===== config.mk =====
export PLATFORM = sky130hd
export DESIGN_NAME = diff_drive_wheel_odometry
export DESIGN_NICKNAME = d
export VERILOG_FILES = /design/src/hdl/ddwo_pkg.sv /design/src/hdl/ddwo_serial_alu.sv /design/src/hdl/diff_drive_wheel_odometry.sv
export VERILOG_INCLUDE_DIRS = /design/src /design/src/hdl
export SDC_FILE = /design/constraint.sdc
export NUM_CORES = 2
export LEC_CHECK = 0
export BUFFER_PORTS_ARGS = -buffer_cell sky130_fd_sc_hd__buf_2
export CELL_PAD_IN_SITES_DETAIL_PLACEMENT = 1
export CELL_PAD_IN_SITES_GLOBAL_PLACEMENT = 2
export CORE_UTILIZATION = 40
export CTS_BUF_LIST = sky130_fd_sc_hd__clkbuf_8
export DETAILED_ROUTE_END_ITERATION = 8
export PLACE_DENSITY = 0.81
export SLEW_MARGIN = 0
export SYNTH_ARGS = -nofsm -noshare
export SYNTH_HDL_FRONTEND = slang
export SYNTH_SLANG_ARGS = --single-unit
export TNS_END_PERCENT = 20

===== constraint.sdc =====
create_clock -name clk_i -period 19.4 [get_ports clk_i]
set_input_delay 0.97 -clock clk_i [delete_from_list [all_inputs] [get_ports clk_i]]
set_output_delay 0.97 -clock clk_i [all_outputs]
set_load 0.01 [all_outputs]

===== src/hdl/assert_macros.svh =====
// assertion macros shared by the odometry rtl
// expects clk_i and rst_ni in the scope of each use
`ifndef ASSERT_MACROS_SVH
`define ASSERT_MACROS_SVH

// condition holds at every clock edge out of reset
`define ASSERT_ALWAYS(lbl, cond, msg) \
  lbl: assert property (@(posedge clk_i) disable iff (!rst_ni) (cond)) else $error(msg);

// antecedent implies consequent in the same cycle
`define ASSERT_IMPLY(lbl, ante, cons, msg) \
  lbl: assert property (@(posedge clk_i) disable iff (!rst_ni) (ante) |-> (cons)) \
    else $error(msg);

`endif


===== src/hdl/ddwo_pkg.sv =====
// types, constants and tables of the wheel odometry block
// used by ddwo_serial_alu and diff_drive_wheel_odometry
package ddwo_pkg;

  // sequencer states
  typedef enum logic [4:0] {
    S_IDLE, S_NOW, S_VL1, S_VL2, S_VL3, S_VR1, S_VR2, S_VR3,
    S_W1, S_W2, S_P, S_ANG, S_XINIT, S_CORDIC,
    S_PX1, S_PX2, S_PY1, S_PY2, S_DONE
  } state_e;

  typedef enum logic {
    AR_MUL,
    AR_DIV
  } ar_op_e;

  // command to the shared shift-add / subtract unit
  typedef struct packed {
    logic        start;
    ar_op_e      op;
    logic [63:0] a;
    logic [63:0] b;
  } ar_cmd_t;

  // status and result of the unit
  typedef struct packed {
    logic        busy;
    logic        done;
    logic [63:0] hi;
    logic [63:0] lo;
  } ar_rsp_t;

  // configuration register indexes
  localparam logic [1:0] CFG_FRAME_ID = 2'd0;
  localparam logic [1:0] CFG_DIAM     = 2'd1;
  localparam logic [1:0] CFG_TREAD    = 2'd2;

  localparam int unsigned AR_STEPS = 64;
  localparam int unsigned CORDIC_STEPS = 30;
  localparam int unsigned CORDIC_W = 40;

  localparam logic [63:0] PI_Q32     = 64'd13493037705;
  localparam logic [63:0] SPEED_DEN  = 64'd3932160000000;
  localparam logic [63:0] SPEED_HALF = 64'd1966080000000;
  localparam logic [63:0] KANG       = 64'd12609553696233680000;
  localparam logic [63:0] KINV_Q32   = 64'd2608131496;
  localparam logic [63:0] NS_PER_S   = 64'd1000000000;
  localparam logic [63:0] NS_HALF    = 64'd500000000;
  localparam logic [63:0] UM_PER_M   = 64'd1000000;

  // arctangent of 2^-i as binary angle
  function automatic logic [31:0] atan_lut(input logic [4:0] i);
    logic [31:0] v;
    unique case (i)
      5'd0:  v = 32'd536870912;
      5'd1:  v = 32'd316933406;
      5'd2:  v = 32'd167458907;
      5'd3:  v = 32'd85004756;
      5'd4:  v = 32'd42667331;
      5'd5:  v = 32'd21354465;
      5'd6:  v = 32'd10679838;
      5'd7:  v = 32'd5340245;
      5'd8:  v = 32'd2670163;
      5'd9:  v = 32'd1335087;
      5'd10: v = 32'd667544;
      5'd11: v = 32'd333772;
      5'd12: v = 32'd166886;
      5'd13: v = 32'd83443;
      5'd14: v = 32'd41722;
      5'd15: v = 32'd20861;
      5'd16: v = 32'd10430;
      5'd17: v = 32'd5215;
      5'd18: v = 32'd2608;
      5'd19: v = 32'd1304;
      5'd20: v = 32'd652;
      5'd21: v = 32'd326;
      5'd22: v = 32'd163;
      5'd23: v = 32'd81;
      5'd24: v = 32'd41;
      5'd25: v = 32'd20;
      5'd26: v = 32'd10;
      5'd27: v = 32'd5;
      5'd28: v = 32'd3;
      5'd29: v = 32'd1;
      default: v = 32'd0;
    endcase
    return v;
  endfunction

endpackage


===== src/hdl/ddwo_serial_alu.sv =====
// bit-serial unsigned 64x64 multiplier and 64/64 restoring divider
// depends on ddwo_pkg for the command and result structs
module ddwo_serial_alu (
  input  logic              clk_i,
  input  logic              rst_ni,
  input  ddwo_pkg::ar_cmd_t cmd_i,
  output ddwo_pkg::ar_rsp_t rsp_o
);

  logic [6:0]          cnt_q, cnt_d;
  logic                done_q, done_d;
  ddwo_pkg::ar_op_e    op_q, op_d;
  logic [63:0]         hi_q, hi_d, lo_q, lo_d, b_q, b_d;
  logic [64:0]         sum, trial;

  // one multiplier bit or one quotient bit per cycle
  always_comb begin
    sum   = {1'b0, hi_q} + (lo_q[0] ? {1'b0, b_q} : 65'd0);
    trial = {hi_q, lo_q[63]};
    cnt_d = cnt_q;
    op_d  = op_q;
    hi_d  = hi_q;
    lo_d  = lo_q;
    b_d   = b_q;
    done_d = 1'b0;
    if (cmd_i.start) begin
      cnt_d = 7'(ddwo_pkg::AR_STEPS);
      op_d  = cmd_i.op;
      hi_d  = '0;
      lo_d  = cmd_i.a;
      b_d   = cmd_i.b;
    end else if (cnt_q != 7'd0) begin
      cnt_d  = cnt_q - 7'd1;
      done_d = (cnt_q == 7'd1);
      unique case (op_q)
        ddwo_pkg::AR_MUL: begin
          hi_d = sum[64:1];
          lo_d = {sum[0], lo_q[63:1]};
        end
        ddwo_pkg::AR_DIV: begin
          if (trial >= {1'b0, b_q}) begin
            hi_d = 64'(trial - {1'b0, b_q});
            lo_d = {lo_q[62:0], 1'b1};
          end else begin
            hi_d = trial[63:0];
            lo_d = {lo_q[62:0], 1'b0};
          end
        end
        default: ;
      endcase
    end
  end

  always_ff @(posedge clk_i or negedge rst_ni) begin
    if (!rst_ni) begin
      cnt_q  <= '0;
      done_q <= 1'b0;
      op_q   <= ddwo_pkg::AR_MUL;
    end else begin
      cnt_q  <= cnt_d;
      done_q <= done_d;
      op_q   <= op_d;
    end
  end

  // operand and accumulator registers
  always_ff @(posedge clk_i) begin
    hi_q <= hi_d;
    lo_q <= lo_d;
    b_q  <= b_d;
  end

  assign rsp_o.busy = (cnt_q != 7'd0);
  assign rsp_o.done = done_q;
  assign rsp_o.hi   = hi_q;
  assign rsp_o.lo   = lo_q;

endmodule


===== src/hdl/diff_drive_wheel_odometry.sv =====
// differential-drive wheel odometry from CAN wheel-rpm frames
// depends on ddwo_pkg, ddwo_serial_alu and assert_macros.svh
//
// Input channel (in_valid_i/in_ready_o) takes one CAN frame request: id,
// left and right rpm and a timestamp. Frames whose id differs from the
// configured one are taken while idle and dropped with no result.
// A matching frame is worked through a sequencer around one shared
// bit-serial unit (16 multiplies or divides) and a 30-step CORDIC
// rotator, step by step from request to result.
// One frame is in work at a time; in_ready_o is high only while idle.
// The result request (out_valid_o/out_ready_i) carries pose, twist and
// the echoed stamp. It sits in an output register, so the next frame
// is taken while it waits; a finished frame holds in its last step
// until the previous result has been taken.
// Configuration writes (cfg_valid_i/cfg_ready_o) are always taken and
// should come only while the block is idle.
// Reset clears pose, heading and last stamp, marks the next frame as the
// first one (dt zero) and loads the default id, diameter and tread.
module diff_drive_wheel_odometry #(
  parameter int unsigned POSITION_BITS = 48,
  parameter int unsigned ANGLE_BITS    = 32
) (
  input  logic                            clk_i,
  input  logic                            rst_ni,
  input  logic                            cfg_valid_i,
  output logic                            cfg_ready_o,
  input  logic [1:0]                      cfg_index_i,
  input  logic [28:0]                     cfg_data_i,
  input  logic                            in_valid_i,
  output logic                            in_ready_o,
  input  logic [28:0]                     can_id_i,
  input  logic [7:0]                      left_rpm_i,
  input  logic [7:0]                      right_rpm_i,
  input  logic [30:0]                     stamp_sec_i,
  input  logic [29:0]                     stamp_nsec_i,
  output logic                            out_valid_o,
  input  logic                            out_ready_i,
  output logic signed [POSITION_BITS-1:0] pos_x_o,
  output logic signed [POSITION_BITS-1:0] pos_y_o,
  output logic signed [31:0]              heading_o,
  output logic signed [31:0]              vel_x_o,
  output logic signed [31:0]              vel_y_o,
  output logic signed [31:0]              yaw_rate_o,
  output logic [30:0]                     out_sec_o,
  output logic [29:0]                     out_nsec_o
);

  `include "assert_macros.svh"

  localparam int unsigned SH  = 48 - ANGLE_BITS;
  localparam int unsigned ASH = 32 - ANGLE_BITS;
  localparam int unsigned CW  = ddwo_pkg::CORDIC_W;
  localparam logic [63:0] SH_HALF = 64'd1 << (SH - 1);
  localparam logic signed [CW-1:0] CR_HALF = CW'(32768);

  ddwo_pkg::state_e state_q, state_d;
  ddwo_pkg::ar_cmd_t ar_cmd;
  ddwo_pkg::ar_rsp_t ar_rsp;
  logic go_q, go_d;

  // configuration
  logic [28:0] frame_id_q;
  logic [21:0] diam_q;
  logic [22:0] tread_q, tread_eff;

  // frame and working registers
  logic [30:0] sec_q;
  logic [29:0] nsec_q;
  logic [7:0]  rpm_l_q, rpm_r_q;
  logic [63:0] now_q, last_q, t_q;
  logic        first_q;
  logic [31:0] dt_mag_q;
  logic        dt_neg_q;
  logic [22:0] vl_q, vr_q, vave_q;
  logic        dw_neg_q, w_neg_q, sgn_q;
  logic [31:0] w_mag_q;
  logic signed [31:0] w_q, dx_q, dy_q;
  logic [ANGLE_BITS-1:0] heading_q;
  logic signed [CW-1:0] cx_q, cy_q;
  logic signed [32:0] cz_q;
  logic [4:0] cnt_q;
  logic signed [POSITION_BITS-1:0] pos_x_q, pos_y_q;

  // output register
  logic        out_valid_q;
  logic signed [31:0] o_head_q, o_vx_q, o_vy_q, o_w_q;
  logic [30:0] o_sec_q;
  logic [29:0] o_nsec_q;

  // derived values
  logic        id_match, out_free;
  logic [63:0] diff, r_full;
  logic [31:0] ang32, ang_rot, ang_adj;
  logic        flip;
  logic signed [CW-1:0] x0, dxs, dys, rnd_x, rnd_y;
  logic signed [32:0] at;
  logic signed [31:0] vx_w, vy_w;
  logic [31:0] vx_mag, vy_mag;
  logic [23:0] vsum;
  logic [63:0] wq;

  function automatic logic signed [POSITION_BITS-1:0] sat_add(
    input logic signed [POSITION_BITS-1:0] a,
    input logic signed [31:0] d
  );
    logic signed [POSITION_BITS:0] s;
    s = {a[POSITION_BITS-1], a} + (POSITION_BITS+1)'(d);
    if (s[POSITION_BITS] != s[POSITION_BITS-1]) begin
      return s[POSITION_BITS] ? {1'b1, {(POSITION_BITS-1){1'b0}}}
                              : {1'b0, {(POSITION_BITS-1){1'b1}}};
    end
    return s[POSITION_BITS-1:0];
  endfunction

  assign cfg_ready_o = 1'b1;
  assign in_ready_o  = (state_q == ddwo_pkg::S_IDLE);
  assign id_match    = (can_id_i == frame_id_q);
  assign out_free    = !out_valid_q || out_ready_i;
  assign tread_eff   = (tread_q == 23'd0) ? 23'd1 : tread_q;

  // time step and heading rounding
  assign diff   = now_q - last_q;
  assign r_full = (ar_rsp.hi + SH_HALF) >> SH;

  // quadrant fold ahead of the rotator
  assign ang32   = 32'(heading_q) << ASH;
  assign ang_rot = ang32 + 32'h4000_0000;
  assign flip    = ang_rot[31];
  assign ang_adj = flip ? ang32 + 32'h8000_0000 : ang32;
  assign x0      = CW'((ar_rsp.lo + 64'd32768) >> 16);

  // one CORDIC micro-rotation
  assign dxs = cy_q >>> cnt_q;
  assign dys = cx_q >>> cnt_q;
  assign at  = 33'(ddwo_pkg::atan_lut(cnt_q));

  // rounded velocity from the rotator
  assign rnd_x  = cx_q + CR_HALF;
  assign rnd_y  = cy_q + CR_HALF;
  assign vx_w   = 32'(rnd_x >>> 16);
  assign vy_w   = 32'(rnd_y >>> 16);
  assign vx_mag = vx_w[31] ? 32'(-vx_w) : 32'(vx_w);
  assign vy_mag = vy_w[31] ? 32'(-vy_w) : 32'(vy_w);
  assign vsum   = 24'(vl_q) + 24'(vr_q) + 24'd1;
  assign wq     = ar_rsp.lo;

  // next state
  always_comb begin
    state_d = state_q;
    unique case (state_q)
      ddwo_pkg::S_IDLE:   if (in_valid_i && id_match) state_d = ddwo_pkg::S_NOW;
      ddwo_pkg::S_NOW:    if (ar_rsp.done) state_d = ddwo_pkg::S_VL1;
      ddwo_pkg::S_VL1:    if (ar_rsp.done) state_d = ddwo_pkg::S_VL2;
      ddwo_pkg::S_VL2:    if (ar_rsp.done) state_d = ddwo_pkg::S_VL3;
      ddwo_pkg::S_VL3:    if (ar_rsp.done) state_d = ddwo_pkg::S_VR1;
      ddwo_pkg::S_VR1:    if (ar_rsp.done) state_d = ddwo_pkg::S_VR2;
      ddwo_pkg::S_VR2:    if (ar_rsp.done) state_d = ddwo_pkg::S_VR3;
      ddwo_pkg::S_VR3:    if (ar_rsp.done) state_d = ddwo_pkg::S_W1;
      ddwo_pkg::S_W1:     if (ar_rsp.done) state_d = ddwo_pkg::S_W2;
      ddwo_pkg::S_W2:     if (ar_rsp.done) state_d = ddwo_pkg::S_P;
      ddwo_pkg::S_P:      if (ar_rsp.done) state_d = ddwo_pkg::S_ANG;
      ddwo_pkg::S_ANG:    if (ar_rsp.done) state_d = ddwo_pkg::S_XINIT;
      ddwo_pkg::S_XINIT:  if (ar_rsp.done) state_d = ddwo_pkg::S_CORDIC;
      ddwo_pkg::S_CORDIC: begin
        if (cnt_q == 5'(ddwo_pkg::CORDIC_STEPS - 1)) state_d = ddwo_pkg::S_PX1;
      end
      ddwo_pkg::S_PX1:    if (ar_rsp.done) state_d = ddwo_pkg::S_PX2;
      ddwo_pkg::S_PX2:    if (ar_rsp.done) state_d = ddwo_pkg::S_PY1;
      ddwo_pkg::S_PY1:    if (ar_rsp.done) state_d = ddwo_pkg::S_PY2;
      ddwo_pkg::S_PY2:    if (ar_rsp.done) state_d = ddwo_pkg::S_DONE;
      ddwo_pkg::S_DONE:   if (out_free) state_d = ddwo_pkg::S_IDLE;
      default:            state_d = ddwo_pkg::S_IDLE;
    endcase
    go_d = (state_d != state_q) && (state_d != ddwo_pkg::S_IDLE) &&
           (state_d != ddwo_pkg::S_CORDIC) && (state_d != ddwo_pkg::S_DONE);
  end

  // operands of the shared unit for each step
  always_comb begin
    ar_cmd.start = go_q;
    ar_cmd.op    = ddwo_pkg::AR_MUL;
    ar_cmd.a     = '0;
    ar_cmd.b     = '0;
    unique case (state_q)
      ddwo_pkg::S_NOW: begin
        ar_cmd.a = 64'(sec_q);
        ar_cmd.b = ddwo_pkg::NS_PER_S;
      end
      ddwo_pkg::S_VL1: begin
        ar_cmd.a = 64'(rpm_l_q);
        ar_cmd.b = 64'(diam_q);
      end
      ddwo_pkg::S_VR1: begin
        ar_cmd.a = 64'(rpm_r_q);
        ar_cmd.b = 64'(diam_q);
      end
      ddwo_pkg::S_VL2, ddwo_pkg::S_VR2: begin
        ar_cmd.a = t_q;
        ar_cmd.b = ddwo_pkg::PI_Q32;
      end
      ddwo_pkg::S_VL3, ddwo_pkg::S_VR3: begin
        ar_cmd.op = ddwo_pkg::AR_DIV;
        ar_cmd.a  = t_q + ddwo_pkg::SPEED_HALF;
        ar_cmd.b  = ddwo_pkg::SPEED_DEN;
      end
      ddwo_pkg::S_W1: begin
        ar_cmd.a = (vr_q < vl_q) ? 64'(vl_q - vr_q) : 64'(vr_q - vl_q);
        ar_cmd.b = ddwo_pkg::UM_PER_M;
      end
      ddwo_pkg::S_W2: begin
        ar_cmd.op = ddwo_pkg::AR_DIV;
        ar_cmd.a  = t_q + 64'(tread_eff >> 1);
        ar_cmd.b  = 64'(tread_eff);
      end
      ddwo_pkg::S_P: begin
        ar_cmd.a = 64'(w_mag_q);
        ar_cmd.b = 64'(dt_mag_q);
      end
      ddwo_pkg::S_ANG: begin
        ar_cmd.a = t_q;
        ar_cmd.b = ddwo_pkg::KANG;
      end
      ddwo_pkg::S_XINIT: begin
        ar_cmd.a = 64'(vave_q);
        ar_cmd.b = ddwo_pkg::KINV_Q32;
      end
      ddwo_pkg::S_PX1: begin
        ar_cmd.a = 64'(vx_mag);
        ar_cmd.b = 64'(dt_mag_q);
      end
      ddwo_pkg::S_PY1: begin
        ar_cmd.a = 64'(vy_mag);
        ar_cmd.b = 64'(dt_mag_q);
      end
      ddwo_pkg::S_PX2, ddwo_pkg::S_PY2: begin
        ar_cmd.op = ddwo_pkg::AR_DIV;
        ar_cmd.a  = t_q + ddwo_pkg::NS_HALF;
        ar_cmd.b  = ddwo_pkg::NS_PER_S;
      end
      default: ;
    endcase
  end

  ddwo_serial_alu u_alu (
    .clk_i  (clk_i),
    .rst_ni (rst_ni),
    .cmd_i  (ar_cmd),
    .rsp_o  (ar_rsp)
  );

  // control and state that reset clears or loads
  always_ff @(posedge clk_i or negedge rst_ni) begin
    if (!rst_ni) begin
      state_q     <= ddwo_pkg::S_IDLE;
      go_q        <= 1'b0;
      frame_id_q  <= 29'd0;
      diam_q      <= 22'd500000;
      tread_q     <= 23'd1000000;
      first_q     <= 1'b1;
      last_q      <= '0;
      heading_q   <= '0;
      pos_x_q     <= '0;
      pos_y_q     <= '0;
      out_valid_q <= 1'b0;
    end else begin
      state_q <= state_d;
      go_q    <= go_d;
      if (cfg_valid_i) begin
        unique case (cfg_index_i)
          ddwo_pkg::CFG_FRAME_ID: frame_id_q <= cfg_data_i;
          ddwo_pkg::CFG_DIAM:     diam_q     <= cfg_data_i[21:0];
          ddwo_pkg::CFG_TREAD:    tread_q    <= cfg_data_i[22:0];
          default: ;
        endcase
      end
      if (state_q == ddwo_pkg::S_VL1 && go_q) begin
        first_q <= 1'b0;
        last_q  <= now_q;
      end
      if (state_q == ddwo_pkg::S_ANG && ar_rsp.done) begin
        if (w_neg_q ^ dt_neg_q) heading_q <= heading_q - r_full[ANGLE_BITS-1:0];
        else                    heading_q <= heading_q + r_full[ANGLE_BITS-1:0];
      end
      if (out_valid_q && out_ready_i) out_valid_q <= 1'b0;
      if (state_q == ddwo_pkg::S_DONE && out_free) begin
        pos_x_q     <= sat_add(pos_x_q, dx_q);
        pos_y_q     <= sat_add(pos_y_q, dy_q);
        out_valid_q <= 1'b1;
      end
    end
  end

  // datapath registers
  always_ff @(posedge clk_i) begin
    if (in_valid_i && in_ready_o && id_match) begin
      sec_q   <= stamp_sec_i;
      nsec_q  <= stamp_nsec_i;
      rpm_l_q <= left_rpm_i;
      rpm_r_q <= right_rpm_i;
    end
    // clamped time step, taken from the stamp before it is replaced
    if (state_q == ddwo_pkg::S_VL1 && go_q) begin
      dt_neg_q <= !first_q && diff[63];
      if (first_q) dt_mag_q <= '0;
      else if (diff[63]) dt_mag_q <= ((-diff) > 64'hFFFF_FFFF) ? 32'hFFFF_FFFF
                                                               : 32'(-diff);
      else dt_mag_q <= (diff > 64'hFFFF_FFFF) ? 32'hFFFF_FFFF : diff[31:0];
    end
    if (ar_rsp.done) begin
      unique case (state_q)
        ddwo_pkg::S_NOW: now_q <= ar_rsp.lo + 64'(nsec_q);
        ddwo_pkg::S_VL1, ddwo_pkg::S_VL2, ddwo_pkg::S_VR1, ddwo_pkg::S_VR2,
        ddwo_pkg::S_P, ddwo_pkg::S_PY1: t_q <= ar_rsp.lo;
        ddwo_pkg::S_VL3: vl_q <= ar_rsp.lo[22:0];
        ddwo_pkg::S_VR3: vr_q <= ar_rsp.lo[22:0];
        ddwo_pkg::S_W1: begin
          t_q      <= ar_rsp.lo;
          dw_neg_q <= (vr_q < vl_q);
          vave_q   <= vsum[23:1];
        end
        ddwo_pkg::S_W2: begin
          w_neg_q <= dw_neg_q;
          if (dw_neg_q) begin
            w_mag_q <= (wq > 64'h8000_0000) ? 32'h8000_0000 : wq[31:0];
            w_q     <= (wq > 64'h8000_0000) ? 32'sh8000_0000 : 32'(-wq[31:0]);
          end else begin
            w_mag_q <= (wq > 64'h7FFF_FFFF) ? 32'h7FFF_FFFF : wq[31:0];
            w_q     <= (wq > 64'h7FFF_FFFF) ? 32'sh7FFF_FFFF : 32'(wq[31:0]);
          end
        end
        ddwo_pkg::S_XINIT: begin
          cx_q  <= flip ? -x0 : x0;
          cy_q  <= '0;
          cz_q  <= 33'(signed'(ang_adj));
          cnt_q <= '0;
        end
        ddwo_pkg::S_PX1: begin
          t_q   <= ar_rsp.lo;
          sgn_q <= vx_w[31] ^ dt_neg_q;
        end
        ddwo_pkg::S_PX2: dx_q <= sgn_q ? 32'(-ar_rsp.lo) : 32'(ar_rsp.lo);
        ddwo_pkg::S_PY2: dy_q <= (vy_w[31] ^ dt_neg_q) ? 32'(-ar_rsp.lo)
                                                      : 32'(ar_rsp.lo);
        default: ;
      endcase
    end
    // rotator iterations
    if (state_q == ddwo_pkg::S_CORDIC) begin
      cnt_q <= cnt_q + 5'd1;
      if (!cz_q[32]) begin
        cx_q <= cx_q - dxs;
        cy_q <= cy_q + dys;
        cz_q <= cz_q - at;
      end else begin
        cx_q <= cx_q + dxs;
        cy_q <= cy_q - dys;
        cz_q <= cz_q + at;
      end
    end
    // result capture
    if (state_q == ddwo_pkg::S_DONE && out_free) begin
      o_head_q <= signed'(ang32);
      o_vx_q   <= vx_w;
      o_vy_q   <= vy_w;
      o_w_q    <= w_q;
      o_sec_q  <= sec_q;
      o_nsec_q <= nsec_q;
    end
  end

  assign out_valid_o = out_valid_q;
  assign pos_x_o     = pos_x_q;
  assign pos_y_o     = pos_y_q;
  assign heading_o   = o_head_q;
  assign vel_x_o     = o_vx_q;
  assign vel_y_o     = o_vy_q;
  assign yaw_rate_o  = o_w_q;
  assign out_sec_o   = o_sec_q;
  assign out_nsec_o  = o_nsec_q;

  `ASSERT_IMPLY(a_rise_from_done, $rose(out_valid_q),
    $past(state_q) == ddwo_pkg::S_DONE, "result appeared outside the final step")
  `ASSERT_IMPLY(a_no_start_busy, ar_cmd.start, !ar_rsp.busy,
    "serial unit started while busy")
  `ASSERT_IMPLY(a_cordic_bound, state_q == ddwo_pkg::S_CORDIC,
    cnt_q < 5'(ddwo_pkg::CORDIC_STEPS), "rotator ran past its last step")

endmodule


After elaboration in Yosys (flattened, before gate mapping)
Memory sizes are Yosys's and may differ from the RTL's. A register that Yosys moved wholly into a read port is not among the register bits.
Index checks and enable logic that the tools add are counted.

word-level totals
  register bits = 1204
  memory bits (read-only) = 960
  bits of input ports = 142
  memories kept = 1

cells by class
  $add $sub $neg = 35
  $lt $le $gt $ge = 6
  equality and inequality tests = 28
  shift-type cells = 2
  multiplexer cells = 78
  bitwise logic cells = 4
  reductions and logical operators = 41

memories
  name             depth  width  rd ports  clocked after memory_dff  wr ports  RTL line        text
  (no name shown)  32     30     1         1                         0         ddwo_pkg.sv:54  unique case (i)

operators with widths
  cell                                                                               number
  128-bit one-hot mux with 13 select lines                                           1
  32-bit 2-to-1 mux                                                                  14
  40-bit 2-to-1 mux                                                                  9
  64-bit 2-to-1 mux                                                                  5
  48-bit 2-to-1 mux                                                                  6
  64-bit one-hot mux with 2 select lines                                             2
  64-bit by 32-bit greater-than comparator with 1-bit output, second input constant  3
  33-bit 2-to-1 mux                                                                  4
  64-bit subtractor                                                                  2
  5-bit 2-to-1 mux                                                                   23
  48-bit by 32-bit adder with 49-bit output                                          2
  5-bit one-hot mux with 19 select lines                                             1
  40-bit by 17-bit adder with 40-bit output, second input constant                   2
  40-bit adder                                                                       2
  40-bit by 5-bit >>> shifter with 40-bit output                                     2
  40-bit subtractor                                                                  2
  64-bit by 64-bit adder with 65-bit output                                          1
  65-bit by 64-bit >= comparator with 1-bit output                                   1
  64-bit by 22-bit adder with 64-bit output                                          1
  64-bit by 29-bit adder with 64-bit output, second input constant                   1
  64-bit by 30-bit adder with 64-bit output                                          1
  64-bit by 41-bit adder with 64-bit output, second input constant                   1
  64-bit by 31-bit greater-than comparator with 1-bit output, second input constant  1
  24-bit negation with 32-bit output                                                 2
  48 further kinds                                                                   105

Depth between registers and ports, before layout
  depth after elaboration = 8
  gate-level depth with buffers = 35
  gate-level depth less buffers = 31

Cells and area by module
A second synthesis with hierarchy kept.

second synthesis, totals
  cell total of the unflattened synthesis = 10680
  area total of the unflattened synthesis = 95865.7 µm²

modules (own cells, without submodules)
  module                     instances  cells an instance  area an instance (µm²)  seq. area each (µm²)
  diff_drive_wheel_odometry  1          8609               78690.5                 29336.9
  ddwo_serial_alu            1          2071               17175.2                 5350.1

Worst setup path after synthesis
OpenSTA, ideal clock, no wires.

  kind = register to register
  start point = register state_q[1]
  end point = register pos_y_q[39], in the netlist pos_y_o[39]
  library setup time = 0.106 ns
  arrival = 7.041 ns
  slack = 12.253 ns
  cell stages (with the launch flop) = 10
  clock period less this slack = 7.147 ns
  path through = dfrtp_1 -> clkbuf_1 -> clkinv_1 -> nor2_1 -> and3_1 -> nand2_1 -> clkinv_1 -> clkbuf_1 -> o21ai_0 -> o21ai_0

on the way
  cells in the longest elaborated chain, start to end = 2

ends and longest elaborated chain
  item                      RTL line                          text
  start: declaration        diff_drive_wheel_odometry.sv:56   ddwo_pkg::state_e state_q, state_d;
  start signal: assignment  diff_drive_wheel_odometry.sv:254  state_q <= ddwo_pkg::S_IDLE;
  start signal: assignment  diff_drive_wheel_odometry.sv:266  state_q <= state_d;
  5-bit equality test       diff_drive_wheel_odometry.sv:285  if (state_q == ddwo_pkg::S_DONE && out_free) begin
  1-bit logical AND         diff_drive_wheel_odometry.sv:285
  end signal: assignment    diff_drive_wheel_odometry.sv:287  pos_y_q <= sat_add(pos_y_q, dy_q);
  end: declaration          diff_drive_wheel_odometry.sv:82   logic signed [POSITION_BITS-1:0] pos_x_q, pos_y_q;

No other way between the ends.
A chain may end at the register's enable or synchronous reset.

Worst setup path after layout
  start point = register cnt_q[0]
  end point = register cy_q[36] (data pin)

on the way
  cells in the longest elaborated chain, start to end = 4
  elaborated cells between the ends (all ways) = 5

ends and longest elaborated chain
  item                                                RTL line                                                            text
  start: declaration                                  diff_drive_wheel_odometry.sv:81                                     logic [4:0] cnt_q;
  start signal: assignment                            diff_drive_wheel_odometry.sv:349                                    cnt_q <= cnt_q + 5'd1;
  40-bit by 5-bit >>> shifter with 40-bit output (*)  diff_drive_wheel_odometry.sv:134                                    assign dys = cx_q >>> cnt_q;
  40-bit adder or 40-bit subtractor (tied branches)   diff_drive_wheel_odometry.sv:352, diff_drive_wheel_odometry.sv:356
  40-bit 2-to-1 mux (*)                               diff_drive_wheel_odometry.sv:350                                    if (!cz_q[32]) begin
  40-bit 2-to-1 mux (*)                               diff_drive_wheel_odometry.sv:348                                    if (state_q == ddwo_pkg::S_CORDIC) begin
  end signal: assignment                              diff_drive_wheel_odometry.sv:352                                    cy_q <= cy_q + dys;
  end signal: assignment                              diff_drive_wheel_odometry.sv:356                                    cy_q <= cy_q - dys;
  end: declaration                                    diff_drive_wheel_odometry.sv:79                                     logic signed [CW-1:0] cx_q, cy_q;

Mark *: on every way between the ends. The rest lies on a longest branch, timed or not.

==> flow_summary.yaml <==
finish:
  fillers: 26700
  finalNetCount: 11200
  syn_to_final_growth_pct: 10.7
  drive_gt1_frac: 0.117
  final_core_util: 0.445
route:
  num_vias: 84000
  first_iter_violations: 7414
  drc: 0
  ant_nets: 0
  wl_per_cell_um: 27.8
  routed_wl_mm: 382
  first_pass_iters: 6
  routed_via_density: 6.11
clocking:
  insertion_delay_ns: 1.04
  cts.sinks: 1205
  clk_pin_slew_ns: 0.07
  cts_tree: "built"
  cts-root-buf: "clkbuf_8"
  htreeDepth: 4
  cts_buffers: 222
  post_cts_buffers: 0
  clockBufferDepth: 3
placed_design:
  gp_congestion: 0.985
  io_buffers: 428
  dp.final_hpwl_mm: 290
logic_synthesis:
  syn_nets: 11000
  ys.flop_type: "edfxtp_1"
  synth-seq-cells: 1205
  synth_cell_types: 108
  yosysWarnings: 0
  synth.area.top_cells: "edfxtp_1 (27%), ha_1 (7.5%), dfrtp_1 (7.3%)"
  synth_cells: 10300
  synth.most_common_cell: "nand2_1"
  ys_seq_area_frac: 0.366
  synth_top_cell_by_area: "edfxtp_1"
  netlist_area_um2: 92500
  avgSynthCellArea_um2: 8.99
  synth_edf_count: 828
  synth_common_cells: "nand2_1 (1,069), nor2_1 (829), edfxtp_1 (828)"
  async_flop_share: 0.235
  synth_top_area_frac: 0.269
worst_hold_path:
  min_delay_path_depth: 1
  min_path_type: "in2reg"
worst_setup_path:
  slowest_delay_ns: 0.88
  required_ns: 20.12
  worstPathArrival_ns: 9.40
  cp_slowest_cell: "buf_4"
  critPathKind: "reg2reg"
  cp-start-kind: "flop"
  rr_worst_depth: 26
  r2r_setup_slack_ns: 10.71
  cpMostUsedCell: "a21oi_1"
  end_kind: "flop"
  critPathMaxFanout: 61
global_routing:
  grt_pass1_vias: 85400
  overflow: 0
  grt_first_pass_wirelength_mm: 560
  antenna_found_initial: 29
  grt_usage: 0.319
  grt_start_max_net_pins: 99
job:
  drv_cap: 0
floorplan:
  die_h_um: 483
  std_cell_rows: 176
  die_w_um: 483
  dieArea_um2: 233000
  ios: 430
  start_util: 0.402
  core_area_um2: 230000
outcome:
  status: "finished clean"
power:
  p_switching_mw: 1.44
  pwr-share-comb: 0.039
  power.density_nw_per_um2: 55.7
  internal_power_mw: 4.27
  p_leak_nw: 42.2
  swShare: 0.252
  irDropWorstVdd_mv: 0.0678
  pwr-share-clk: 0.472
  pwr-share-seq: 0.489
timing:
  timing.final.hold_violations: 0
  min_period_ns: 8.69
  setup_viol: 0
  relSlewSlack: 0.149
  min_period_over_period: 0.448
  worst_pin_slew_ns: 1.26
  setup_tns_ns: 0
  finClkSkew_ns: 0.0625
  fmax_ghz: 0.115
  rsz0062_at_grt: "false"
  slew_violations: 0
-- path summary, 6_finish.rpt --
kind,end,from
max,cy_q[36],cnt_q[0]
max in group asynchronous,ang32[8],rst_ni
min reg2reg,yaw_rate_o[17],w_q[17]
min in group asynchronous,last_q[8],rst_ni
min,rpm_r_q[1],right_rpm_i[1]
max reg2reg,cy_q[36],cnt_q[0]
-- routing by layer --
metal	routed length (um)	vias to the layer above	track usage
li1	-	38100	-
met1	159000	42300	0.406
met2	176000	2849	0.519
met3	23700	748	0.0505
met4	22800	4	0.174
met5	23	-	0
-- flip-flops by register name, indices dropped and copies added (netlist names), 33 cells and up --
signal,count
pos_x_o,48
last_q,64
u_alu.hi_q,64
now_q,64
pos_y_o,48
cx_q,40
t_q,64
u_alu.b_q,36
cz_q,33
u_alu.lo_q,64
cy_q,40
-- worst max-delay path, delay by kind of cell (launching register included) --
| family | cells | cell delay (ns) |
|---|---|---|
| compound gates | 11 | 2.98 |
| xor+xnor | 1 | 0.16 |
| fa+ha+maj | 1 | 0.23 |
| buf+inv | 2 | 1.25 |
| flops | 1 | 0.58 |
| mux | 3 | 1.33 |
| simple gates | 8 | 1.84 |
-- repair_timing --
item                                   CTS  global route
hold buffers                             1             0
setup endpoints to repair                0             0
endpoints found under the hold margin   55             0
gates resized for setup                  0             0
-- final cells by class --
type / count / area (um2) / share of cell area
inverter: 412 / 1560 / 0.0152
timing repair buffer: 596 / 3420 / 0.0334
tap: 3026 / 3790 / 0.0370
clock buffer: 240 / 3300 / 0.0323
sequential: 1205 / 33900 / 0.331
antenna: 11 / 27.5 / 0.000269
multi-input combinational: 8078 / 55000 / 0.537
clock inverter: 179 / 1490 / 0.0145
-- power by group through the flow --
| stage | combinational, mW | sequential (mW) | clock, mW |
|---|---|---|---|
| after floorplan | 0.140 | 2.83 | 0 |
| after global placement | 0.212 | 2.84 | 0 |
| after detailed placement | 0.219 | 2.84 | 0 |
| after CTS | 0.221 | 2.79 | 2.75 |
| after global routing | 0.239 | 2.79 | 2.84 |
| final | 0.223 | 2.79 | 2.70 |
-- logic make-up after synthesis --
group           count (synthesis)  share of synthesized area
simple gates                 3195                      0.163
compound gates               2960                      0.206
flops                        1205                      0.366
buf+inv                      1000                     0.0419
xor+xnor                      994                     0.0941
fa+ha+maj                     596                     0.0811
mux                           332                     0.0484
other cells                     1                  0.0000406
-- cells in the final DEF (no fill, tap or decap), drive strengths merged, types with 268 or more instances in the layout --
cell type / n
a21o: 301
a21oi: 785
buf: 595
dfrtp: 268
edfxtp: 828
ha: 556
inv: 489
nand2: 1069
nor2: 829
o21ai: 773
xnor2: 585
xor2: 409
-- per-stage QoR --
| step | std cells | hold slack, ns | area [um2] | worst slack, ns | total power [mW] |
|---|---|---|---|---|---|
| detailed placement | 13300 | 0.410 | 97600 | 10.70 | 3.06 |
| finish | 13700 | 0.103 | 102000 | 10.71 | 5.71 |
| global route | 13700 | 0.0441 | 102000 | 9.86 | 5.87 |
| global placement | 13300 | 0.404 | 97600 | 10.96 | 3.05 |
| floorplan | 10300 | 0.400 | 92500 | 12.25 | 2.97 |
| CTS | 13700 | 0.0313 | 102000 | 10.66 | 5.75 |
Note: power is estimated with default switching activity, not from simulation.
